`config.mk`:
```
export PLATFORM = sky130hd
export DESIGN_NAME = polygon_area_centroid_core
export DESIGN_NICKNAME = d
export VERILOG_FILES = /design/src/pac_pkg.sv /design/src/pac_div.sv /design/src/polygon_area_centroid_core.sv
export SDC_FILE = /design/constraint.sdc
export NUM_CORES = 2
export LEC_CHECK = 0
export BUFFER_PORTS_ARGS = -buffer_cell sky130_fd_sc_hd__buf_2
export CAP_MARGIN = 20
export CORE_UTILIZATION = 55
export CTS_CLUSTER_SIZE = 30
export DETAILED_ROUTE_END_ITERATION = 7
export PLACE_DENSITY = 0.81
export SETUP_SLACK_MARGIN = 0.1
export SLEW_MARGIN = 20
export SYNTH_ARGS = -nofsm -noshare
export SYNTH_HDL_FRONTEND = slang
export SYNTH_SLANG_ARGS = --single-unit
```
`constraint.sdc`:
```
create_clock -name clk -period 10.5 [get_ports clk]
set_input_delay 2.1 -clock clk [delete_from_list [all_inputs] [get_ports clk]]
set_output_delay 2.1 -clock clk [all_outputs]
set_load 0.01 [all_outputs]
```
`src/pac_pkg.sv`:
```
`timescale 1ns / 1ps
// ----------------------------------------------------------------------------
// pac_pkg: shared widths, types and constants for the polygon area block
// Field widths of the vertex and result beats, multiplier operand sizes and
// the widths used by the serial centroid divider.
// ----------------------------------------------------------------------------
package pac_pkg;

	// beat field widths
	localparam int XY_W   = 16;
	localparam int AREA_W = 43;
	localparam int MOM_W  = 59;
	localparam int CEN_W  = 20;
	localparam int FRAC_W = 4;

	// shared multiplier: 18 x 34 signed covers both 16 x 16 cross terms
	// and the 17-bit coordinate sum times the 33-bit cross product
	localparam int MUL_A_W = XY_W + 2;
	localparam int MUL_B_W = 2 * XY_W + 2;
	localparam int PROD_W  = MUL_A_W + MUL_B_W;
	localparam int TERM_W  = 2 * XY_W;
	localparam int C_W     = 2 * XY_W + 1;
	localparam int SUM_W   = XY_W + 1;

	// divider: one guard quotient bit above the 21-bit magnitude
	localparam int QUO_W  = CEN_W + 2;
	localparam int DIV_W  = AREA_W + 2 + QUO_W - 1;
	localparam int STEP_W = $clog2(QUO_W);

	// centroid limits
	localparam logic [CEN_W-1:0] CEN_MAX = {1'b0, {(CEN_W-1){1'b1}}};
	localparam logic [CEN_W-1:0] CEN_MIN = {1'b1, {(CEN_W-1){1'b0}}};
	localparam logic [CEN_W:0]   MAG_POS_LIM = {2'b00, {(CEN_W-1){1'b1}}};
	localparam logic [CEN_W:0]   MAG_NEG_LIM = {2'b01, {(CEN_W-1){1'b0}}};

	typedef logic signed [XY_W-1:0]   coord_t;
	typedef logic signed [AREA_W-1:0] area_t;
	typedef logic signed [MOM_W-1:0]  moment_t;
	typedef logic signed [CEN_W-1:0]  centroid_t;

	// divider status toward the sequencer
	typedef struct packed {
		logic busy;
		logic done;
	} div_stat_t;

endpackage

```
`src/pac_div.sv`:
```
`timescale 1ns / 1ps
// ----------------------------------------------------------------------------
// pac_div: serial centroid divider
// Computes 16*|moment| / (3*|area|) by restoring shift-subtract, one quotient
// bit per cycle, then applies the sign and saturates to the centroid range.
// ----------------------------------------------------------------------------
module pac_div (
	input  logic                clk,
	input  logic                arst_n,
	input  logic                start,
	input  pac_pkg::moment_t    moment,
	input  pac_pkg::area_t      area,
	output pac_pkg::div_stat_t  stat,
	output pac_pkg::centroid_t  result
);
	import pac_pkg::*;

	logic [MOM_W-1:0]  mom_mag;
	logic [AREA_W-1:0] area_mag;
	logic [AREA_W+1:0] den3;
	logic [DIV_W-1:0]  rem_q;
	logic [DIV_W-1:0]  den_q;
	logic [QUO_W-1:0]  quo_q;
	logic [STEP_W-1:0] step_q;
	logic              busy_q;
	logic              fin_q;
	logic              neg_q;
	logic              ge;
	logic              sat;
	logic [CEN_W:0]    mag;
	logic [CEN_W:0]    neg_mag;

	// operand magnitudes and scaled denominator
	assign mom_mag  = moment[MOM_W-1] ? (~moment + 1'b1) : moment;
	assign area_mag = area[AREA_W-1] ? (~area + 1'b1) : area;
	assign den3     = {1'b0, area_mag, 1'b0} + {2'b00, area_mag};

	assign ge = (rem_q >= den_q);

	// control: step counter and finish pulse
	always_ff @(posedge clk or negedge arst_n) begin
		if (!arst_n) begin
			busy_q <= 1'b0;
			fin_q  <= 1'b0;
			step_q <= '0;
		end else begin
			fin_q <= 1'b0;
			if (start) begin
				busy_q <= 1'b1;
				step_q <= STEP_W'(QUO_W - 1);
			end else if (busy_q) begin
				if (step_q == '0) begin
					busy_q <= 1'b0;
					fin_q  <= 1'b1;
				end else begin
					step_q <= step_q - 1'b1;
				end
			end
		end
	end

	// datapath: remainder, shifted divisor, quotient bits
	always_ff @(posedge clk) begin
		if (start) begin
			rem_q <= {{(DIV_W-MOM_W-FRAC_W){1'b0}}, mom_mag, {FRAC_W{1'b0}}};
			den_q <= {den3, {(QUO_W-1){1'b0}}};
			quo_q <= '0;
			neg_q <= moment[MOM_W-1] ^ area[AREA_W-1];
		end else if (busy_q) begin
			rem_q <= ge ? (rem_q - den_q) : rem_q;
			den_q <= den_q >> 1;
			quo_q <= {quo_q[QUO_W-2:0], ge};
		end
	end

	// sign and saturation
	assign sat     = quo_q[QUO_W-1];
	assign mag     = quo_q[CEN_W:0];
	assign neg_mag = ~mag + 1'b1;

	always_comb begin
		if (neg_q) begin
			result = (sat || (mag > MAG_NEG_LIM)) ? CEN_MIN : neg_mag[CEN_W-1:0];
		end else begin
			result = (sat || (mag > MAG_POS_LIM)) ? CEN_MAX : mag[CEN_W-1:0];
		end
	end

	assign stat.busy = busy_q | fin_q;
	assign stat.done = fin_q;

	a_start_idle: assert property (@(posedge clk) disable iff (!arst_n)
		start |-> !(busy_q || fin_q))
		else $error("divider started while busy");

	a_fin_after_last: assert property (@(posedge clk) disable iff (!arst_n)
		fin_q |-> $past(busy_q && (step_q == '0)))
		else $error("divider finished without last step");

	a_fin_pulse: assert property (@(posedge clk) disable iff (!arst_n)
		fin_q |=> !fin_q)
		else $error("divider done longer than one cycle");

endmodule

```
`src/polygon_area_centroid_core.sv`:
```
`timescale 1ns / 1ps
// ----------------------------------------------------------------------------
// polygon_area_centroid_core: shoelace area, moments and centroid
// Accumulates one polygon vertex per beat and emits one result beat on the
// vertex marked last.
// ----------------------------------------------------------------------------
// Vertices come in order, one per beat; the beat with last_vertex set closes
// the polygon back to the first vertex and produces one result beat holding
// twice the signed area, six times both static moments (exact), the centroid
// with four fraction bits (truncated toward zero, saturated; zero with
// degenerate set when the area is zero), the y range and an overflow flag for
// polygons longer than MAX_VERTICES (extra vertices are dropped). Each edge
// runs four products through one shared 18 x 34 multiplier, so a vertex that
// adds an edge holds stall through states P1, P2, CR, P3, P4 and AC; one that
// adds none and is not last does not stall. A last vertex with an edge of its
// own holds stall through that edge, the closing edge, two serial divisions
// (start, 22 quotient bits one per cycle, finish) and the result load, which
// waits while a held result beat is stalled; the divisions are skipped when
// the area is zero, and a last vertex with no edge of its own runs only the
// closing edge. A new polygon may start while a result beat waits.
// ----------------------------------------------------------------------------
module polygon_area_centroid_core #(
	parameter int MAX_VERTICES = 1024
) (
	input  logic                clk,
	input  logic                arst_n,
	input  logic                vertex_valid,
	output logic                vertex_stall,
	input  pac_pkg::coord_t     vertex_x,
	input  pac_pkg::coord_t     vertex_y,
	input  logic                last_vertex,
	output logic                result_valid,
	input  logic                result_stall,
	output pac_pkg::area_t      twice_area,
	output pac_pkg::moment_t    six_moment_about_x,
	output pac_pkg::moment_t    six_moment_about_y,
	output pac_pkg::centroid_t  centroid_x,
	output pac_pkg::centroid_t  centroid_y,
	output pac_pkg::coord_t     lowest_y,
	output pac_pkg::coord_t     highest_y,
	output logic [pac_pkg::XY_W-1:0] section_height,
	output logic                degenerate,
	output logic                too_many
);
	import pac_pkg::*;

	localparam int CNT_W   = $clog2(MAX_VERTICES + 1);
	localparam int STATE_W = 4;

	localparam logic [STATE_W-1:0] S_IDLE   = 4'd0;
	localparam logic [STATE_W-1:0] S_P1     = 4'd1;
	localparam logic [STATE_W-1:0] S_P2     = 4'd2;
	localparam logic [STATE_W-1:0] S_CR     = 4'd3;
	localparam logic [STATE_W-1:0] S_P3     = 4'd4;
	localparam logic [STATE_W-1:0] S_P4     = 4'd5;
	localparam logic [STATE_W-1:0] S_AC     = 4'd6;
	localparam logic [STATE_W-1:0] S_DSTART = 4'd7;
	localparam logic [STATE_W-1:0] S_DWAIT  = 4'd8;
	localparam logic [STATE_W-1:0] S_OUT    = 4'd9;

	logic [STATE_W-1:0] state_q;
	logic [CNT_W-1:0]   count_q;
	logic               ovf_q;
	logic               last_q;
	logic               close_q;
	logic               pass_q;
	coord_t             first_x_q, first_y_q, prev_x_q, prev_y_q;
	coord_t             min_y_q, max_y_q;
	area_t              area_q;
	moment_t            mx_q, my_q;

	// edge operands and multiplier pipeline
	coord_t                    ex0_q, ey0_q, ex1_q, ey1_q;
	logic signed [SUM_W-1:0]   sx_q, sy_q;
	logic signed [TERM_W-1:0]  t_q;
	logic signed [C_W-1:0]     c_q;
	logic signed [C_W-1:0]     c_next;
	logic signed [MUL_A_W-1:0] mul_a;
	logic signed [MUL_B_W-1:0] mul_b;
	logic signed [PROD_W-1:0]  prod_q;
	centroid_t                 cx_q, cy_q;

	// result beat registers
	logic         res_valid_q;
	area_t        res_area_q;
	moment_t      res_mx_q, res_my_q;
	centroid_t    res_cx_q, res_cy_q;
	coord_t       res_lo_q, res_hi_q;
	logic [XY_W-1:0] res_ht_q;
	logic         res_deg_q, res_ovf_q;

	logic        accept;
	logic        drop;
	logic        first_v;
	logic        do_edge;
	logic        out_free;
	logic        div_start;
	moment_t     div_moment;
	div_stat_t   div_stat;
	centroid_t   div_result;

	assign vertex_stall = (state_q != S_IDLE);
	assign accept       = vertex_valid && (state_q == S_IDLE);
	assign drop         = (count_q >= CNT_W'(MAX_VERTICES));
	assign first_v      = (count_q == '0);
	assign do_edge      = !drop && !first_v;
	assign out_free     = !res_valid_q || !result_stall;

	// shared multiplier operand select
	always_comb begin
		case (state_q)
			S_P1: begin
				mul_a = MUL_A_W'(ex0_q);
				mul_b = MUL_B_W'(ey1_q);
			end
			S_P2: begin
				mul_a = MUL_A_W'(ex1_q);
				mul_b = MUL_B_W'(ey0_q);
			end
			S_P3: begin
				mul_a = MUL_A_W'(sy_q);
				mul_b = MUL_B_W'(c_q);
			end
			S_P4: begin
				mul_a = MUL_A_W'(sx_q);
				mul_b = MUL_B_W'(c_q);
			end
			default: begin
				mul_a = '0;
				mul_b = '0;
			end
		endcase
	end

	// cross product from the two registered terms
	assign c_next = C_W'(t_q) - $signed(prod_q[C_W-1:0]);

	// multiplier pipeline and edge operands
	always_ff @(posedge clk) begin
		prod_q <= mul_a * mul_b;
		if (state_q == S_P1) begin
			sx_q <= SUM_W'(ex0_q) + SUM_W'(ex1_q);
			sy_q <= SUM_W'(ey0_q) + SUM_W'(ey1_q);
		end
		if (state_q == S_P2) begin
			t_q <= prod_q[TERM_W-1:0];
		end
		if (state_q == S_CR) begin
			c_q <= c_next;
		end
		if (accept) begin
			if (do_edge) begin
				ex0_q <= prev_x_q;
				ey0_q <= prev_y_q;
				ex1_q <= vertex_x;
				ey1_q <= vertex_y;
			end else begin
				ex0_q <= drop ? prev_x_q : vertex_x;
				ey0_q <= drop ? prev_y_q : vertex_y;
				ex1_q <= first_v ? vertex_x : first_x_q;
				ey1_q <= first_v ? vertex_y : first_y_q;
			end
		end else if ((state_q == S_AC) && last_q && !close_q) begin
			ex0_q <= prev_x_q;
			ey0_q <= prev_y_q;
			ex1_q <= first_x_q;
			ey1_q <= first_y_q;
		end
	end

	// sequencer, vertex bookkeeping and running sums
	always_ff @(posedge clk or negedge arst_n) begin
		if (!arst_n) begin
			state_q   <= S_IDLE;
			count_q   <= '0;
			ovf_q     <= 1'b0;
			last_q    <= 1'b0;
			close_q   <= 1'b0;
			pass_q    <= 1'b0;
			first_x_q <= '0;
			first_y_q <= '0;
			prev_x_q  <= '0;
			prev_y_q  <= '0;
			min_y_q   <= '0;
			max_y_q   <= '0;
			area_q    <= '0;
			mx_q      <= '0;
			my_q      <= '0;
			cx_q      <= '0;
			cy_q      <= '0;
		end else begin
			case (state_q)
				S_IDLE: begin
					if (accept) begin
						if (drop) begin
							ovf_q <= 1'b1;
						end else begin
							if (first_v) begin
								first_x_q <= vertex_x;
								first_y_q <= vertex_y;
								min_y_q   <= vertex_y;
								max_y_q   <= vertex_y;
							end else begin
								if (vertex_y < min_y_q) min_y_q <= vertex_y;
								if (vertex_y > max_y_q) max_y_q <= vertex_y;
							end
							prev_x_q <= vertex_x;
							prev_y_q <= vertex_y;
							count_q  <= count_q + 1'b1;
						end
						last_q  <= last_vertex;
						close_q <= !do_edge;
						if (do_edge || last_vertex) begin
							state_q <= S_P1;
						end
					end
				end
				S_P1: state_q <= S_P2;
				S_P2: state_q <= S_CR;
				S_CR: begin
					area_q  <= area_q + AREA_W'(c_next);
					state_q <= S_P3;
				end
				S_P3: state_q <= S_P4;
				S_P4: begin
					mx_q    <= mx_q + MOM_W'(prod_q);
					state_q <= S_AC;
				end
				S_AC: begin
					my_q <= my_q + MOM_W'(prod_q);
					if (last_q && !close_q) begin
						close_q <= 1'b1;
						state_q <= S_P1;
					end else if (last_q) begin
						pass_q <= 1'b0;
						if (area_q == '0) begin
							cx_q    <= '0;
							cy_q    <= '0;
							state_q <= S_OUT;
						end else begin
							state_q <= S_DSTART;
						end
					end else begin
						state_q <= S_IDLE;
					end
				end
				S_DSTART: state_q <= S_DWAIT;
				S_DWAIT: begin
					if (div_stat.done) begin
						if (!pass_q) begin
							cx_q    <= div_result;
							pass_q  <= 1'b1;
							state_q <= S_DSTART;
						end else begin
							cy_q    <= div_result;
							state_q <= S_OUT;
						end
					end
				end
				S_OUT: begin
					if (out_free) begin
						count_q   <= '0;
						ovf_q     <= 1'b0;
						last_q    <= 1'b0;
						close_q   <= 1'b0;
						first_x_q <= '0;
						first_y_q <= '0;
						prev_x_q  <= '0;
						prev_y_q  <= '0;
						min_y_q   <= '0;
						max_y_q   <= '0;
						area_q    <= '0;
						mx_q      <= '0;
						my_q      <= '0;
						state_q   <= S_IDLE;
					end
				end
				default: state_q <= S_IDLE;
			endcase
		end
	end

	// serial divider, shared by both centroid coordinates
	assign div_start  = (state_q == S_DSTART);
	assign div_moment = pass_q ? mx_q : my_q;

	pac_div u_div (
		.clk    (clk),
		.arst_n (arst_n),
		.start  (div_start),
		.moment (div_moment),
		.area   (area_q),
		.stat   (div_stat),
		.result (div_result)
	);

	// result beat valid
	always_ff @(posedge clk or negedge arst_n) begin
		if (!arst_n) begin
			res_valid_q <= 1'b0;
		end else if ((state_q == S_OUT) && out_free) begin
			res_valid_q <= 1'b1;
		end else if (res_valid_q && !result_stall) begin
			res_valid_q <= 1'b0;
		end
	end

	// result beat payload
	always_ff @(posedge clk) begin
		if ((state_q == S_OUT) && out_free) begin
			res_area_q <= area_q;
			res_mx_q   <= mx_q;
			res_my_q   <= my_q;
			res_cx_q   <= cx_q;
			res_cy_q   <= cy_q;
			res_lo_q   <= min_y_q;
			res_hi_q   <= max_y_q;
			res_ht_q   <= max_y_q - min_y_q;
			res_deg_q  <= (area_q == '0);
			res_ovf_q  <= ovf_q;
		end
	end

	assign result_valid       = res_valid_q;
	assign twice_area         = res_area_q;
	assign six_moment_about_x = res_mx_q;
	assign six_moment_about_y = res_my_q;
	assign centroid_x         = res_cx_q;
	assign centroid_y         = res_cy_q;
	assign lowest_y           = res_lo_q;
	assign highest_y          = res_hi_q;
	assign section_height     = res_ht_q;
	assign degenerate         = res_deg_q;
	assign too_many           = res_ovf_q;

	a_count_bound: assert property (@(posedge clk) disable iff (!arst_n)
		count_q <= CNT_W'(MAX_VERTICES))
		else $error("vertex count beyond limit");

	a_degenerate_zero: assert property (@(posedge clk) disable iff (!arst_n)
		(res_valid_q && res_deg_q) |-> ((res_cx_q == '0) && (res_cy_q == '0)))
		else $error("degenerate result with nonzero centroid");

	a_result_from_out: assert property (@(posedge clk) disable iff (!arst_n)
		$rose(res_valid_q) |-> $past(state_q == S_OUT))
		else $error("result beat raised outside output state");

	a_div_only_on_last: assert property (@(posedge clk) disable iff (!arst_n)
		div_start |-> (last_q && close_q && (area_q != '0)))
		else $error("division started without a closed polygon");

endmodule

```
==> metrics <==
H-tree levels 3; Final Slew Violations 0; critical-path maximum fanout 22; share of layout cells above drive strength 1 0.0849; synthesized area per cell 9.52 sq um; setup repair after global routing missed its margin false; detail-routed net length per standard cell 22.5 um; setup skew after layout 0.0715 ns; GRT Util Overall 0.322; setup fix buffers added after clock tree synthesis 0; CP max-delay cell sky130_fd_sc_hd__a22o_1; R2R depth 29; io pins 290; CP Launch Type register; highest layer used for signal routing met5; RR Endpoint prod_q[50]$_DFF_P_; final core utilization 0.602; Max Buffers Root-to-Sink 3; net count reported at finish 9252; setup total negative slack 0 ns; clk sinks 945; last element of the critical path prod_q[50]$_DFF_P_; final WL 226000 um; worst reg2reg setup slack 1.32 ns; Crit. Startpoint state_q[1]$_DFFE_PN0P_; core footprint 137000 sq um; Critical Path RT 11.13 ns; setup violators final 0; min Tclk post-route 9.18 ns; slew of the pin with the lowest slew margin 1.16 ns; clock tree root buffer cell sky130_fd_sc_hd__clkbuf_16; number of buffers added by the clock tree synthesis step 103; total nets after synthesis 9111; detailed route wirelength on metal2 104000 um; post-synthesis register bit count 945; number of warnings issued by yosys 0; Worst Hold Margin 0.447 ns; violation count after the first detailed-route iteration 5605; share of the yosys chip area belonging to registers 0.339; DR WL met3 19900 um; netlist area before placement 76000 sq um; flip-flop cell with the highest count after synthesis sky130_fd_sc_hd__edfxtp_1; beginning of the worst register-to-register path state_q[1]$_DFFE_PN0P_; Cell variety after synth 101; Resize count post-CTS 0; via count of the first global-routing pass 60500; met1 layer wirelength in the final routing 90100 um; TritonCTS clock tree yes; clock-pin slew reported for the worst setup and hold paths after clock tree synthesis 0.06 ns; wire length of the first global-routing pass 349000 um; DIE AREA 140000 sq um; largest net degree at the start of global routing 138; kind of critical path register to register; outcome complete, no violations; number of endpoints with negative hold slack in the final report 0; kind of capture point of the worst setup path register; fraction of the cycle the final worst path needs 0.874; Top cell by count, worst path sky130_fd_sc_hd__fa_1; number of search-and-repair iterations in the first detailed-routing pass 7; arrival time worst endpoint 9.81 ns; CTS Hold Buffers Added 0; num rows 136; largest incremental delay on the critical path 0.85 ns; number of max-capacitance violations reported 0; share of synthesized registers carrying an async set or reset 0.343; Port Buffer Count 289; f_max 109 MHz; normalized max-slew margin 0.225; number of flops mapped to enable cells by yosys 519; Worst-Skew Late Latency 0.77 ns; cell count after synthesis 7982; Final GP Congestion 1.04; routed via count divided by cell count 6.04; initial core utilization 0.553; count of antenna-violating nets left after detailed routing 0; die width 374 um; initial antenna violation count 5; die height 374 um; drt drc 0; remaining global-route overflow 0; Fill cells 11400; half-perimeter wire length after detailed placement 175000 um; Via Count 60500; Hold WC Path Type register to register; layout-stage area growth over the synthesis result 8.82%
-- sequential cells by signal, summed over array words and instances, names as in the netlist, 22 cells and up --
register            count
mx_q                   59
prod_q                 52
u_div.quo_q            22
area_q                 43
six_moment_about_x     59
c_q                    33
six_moment_about_y     59
t_q                    32
twice_area             43
u_div.den_q            66
my_q                   59
u_div.rem_q            66
-- final cells by class --
cell class	count	area [sq um]	area share
Multi-Input combinational cell	5753	45500	0.550
Sequential cell	945	25700	0.311
Inverter	951	3580	0.0433
Clock buffer	126	2700	0.0327
Tap cell	1794	2240	0.0271
Timing Repair Buffer	369	2090	0.0253
Clock inverter	69	887	0.0107
Antenna cell	3	7.51	0.0000908
-- worst min-delay path by stage --
stage / slack (ns) / endpoint / from / depth (start not counted)
finish: 0.45 / centroid_x[5]$_DFFE_PP_ / cx_q[5]$_DFFE_PN0P_ / 0
global placement: 0.43 / centroid_x[19]$_DFFE_PP_ / cx_q[19]$_DFFE_PN0P_ / 0
CTS: 0.44 / centroid_x[1]$_DFFE_PP_ / cx_q[1]$_DFFE_PN0P_ / 0
detailed placement: 0.43 / lowest_y[14]$_DFFE_PP_ / min_y_q[14]$_DFFE_PN0P_ / 0
global route: 0.45 / centroid_x[1]$_DFFE_PP_ / cx_q[1]$_DFFE_PN0P_ / 0
floorplan: 0.42 / centroid_x[17]$_DFFE_PP_ / cx_q[17]$_DFFE_PN0P_ / 0
-- through the flow --
stage / instances / cell area, sq um / worst slack (ns)
floorplan: 7982 / 76000 / 1.57
global placement: 9810 / 79100 / 1.69
detailed placement: 9810 / 79100 / 1.47
CTS: 10000 / 82700 / 1.39
global route: 10000 / 82700 / 0.775
finish: 10000 / 82700 / 1.32
-- cells in the mapped netlist (all sizes together), types with 86 or more instances --
| cell type | n | area (sq um) |
|---|---|---|
| ha | 508 | 6360 |
| dfrtp | 324 | 8110 |
| nand4 | 86 | 538 |
| mux2i | 139 | 1400 |
| clkbuf | 300 | 1190 |
| xor2 | 169 | 1480 |
| o21ai | 478 | 2400 |
| dfxtp | 102 | 2040 |
| nor3 | 111 | 583 |
| nand2 | 916 | 3440 |
| a21o | 260 | 1950 |
| inv | 950 | 3570 |
| xnor2 | 295 | 2580 |
| a21oi | 466 | 2340 |
| nor2 | 604 | 2270 |
| nand3 | 181 | 906 |
| edfxtp | 519 | 15600 |
| fa | 584 | 11700 |
-- worst max-delay path: cells and delay by family, from the launching register on --
kind / cells / cell delay (ns)
flip-flops: 1 / 0.66
AND/OR/NAND/NOR: 4 / 1.09
buffers and inverters: 5 / 0.63
AO/OA/AOI/OAI: 12 / 3.29
adder cells (fa/ha/maj): 7 / 3.22
XOR/XNOR: 1 / 0.15
-- cell families after synthesis --
| family | Yosys count | share of synthesized area |
|---|---|---|
| xor gates and xnor gates | 464 | 0.0535 |
| AOI/OAI and AO/OA | 1742 | 0.144 |
| and+or+nand+nor | 2241 | 0.132 |
| adders and majority gates | 1092 | 0.237 |
| DFF | 945 | 0.339 |
| buffers and inverters | 1284 | 0.0651 |
| muxes | 214 | 0.0295 |
-- layer usage --
metal  vias to the layer above  global-route usage
met1                     29800               0.418
li1                      27600                   -
met2                      2703               0.516
met3                       471              0.0644
met5                         -                   0
met4                         2               0.154
-- layout by cell type, fill, tap and decap left out, types with 49 or more instances in the layout --
cell                        Yosys  layout
sky130_fd_sc_hd__dfxtp_1      102     102
sky130_fd_sc_hd__o21bai_1      49      49
sky130_fd_sc_hd__ha_1         508     508
sky130_fd_sc_hd__o31ai_1       53      52
sky130_fd_sc_hd__mux2_2        75      75
sky130_fd_sc_hd__nor2b_1       55      55
sky130_fd_sc_hd__nor2_1       603     595
sky130_fd_sc_hd__a21oi_1      465     464
sky130_fd_sc_hd__nand2_1      916     915
sky130_fd_sc_hd__mux2i_1      138     137
sky130_fd_sc_hd__a21o_1       259     259
sky130_fd_sc_hd__edfxtp_1     519     519
sky130_fd_sc_hd__dfrtp_1      324     322
sky130_fd_sc_hd__xnor2_1      295     295
sky130_fd_sc_hd__inv_1        948     947
sky130_fd_sc_hd__xor2_1       169     169
sky130_fd_sc_hd__nand3_1      181     178
sky130_fd_sc_hd__nand2b_1      65      63
sky130_fd_sc_hd__buf_2          2     288
sky130_fd_sc_hd__o22ai_1       67      67
sky130_fd_sc_hd__clkbuf_16      0     103
sky130_fd_sc_hd__o21ai_0      465     465
sky130_fd_sc_hd__fa_1         584     584
sky130_fd_sc_hd__nand4_1       86      86
sky130_fd_sc_hd__buf_4          1      76
sky130_fd_sc_hd__nor3_1       108     104
Power is left out: the tool's default activity adds up to more than one toggle a clock period on the data nets, which glitch-free logic cannot reach.
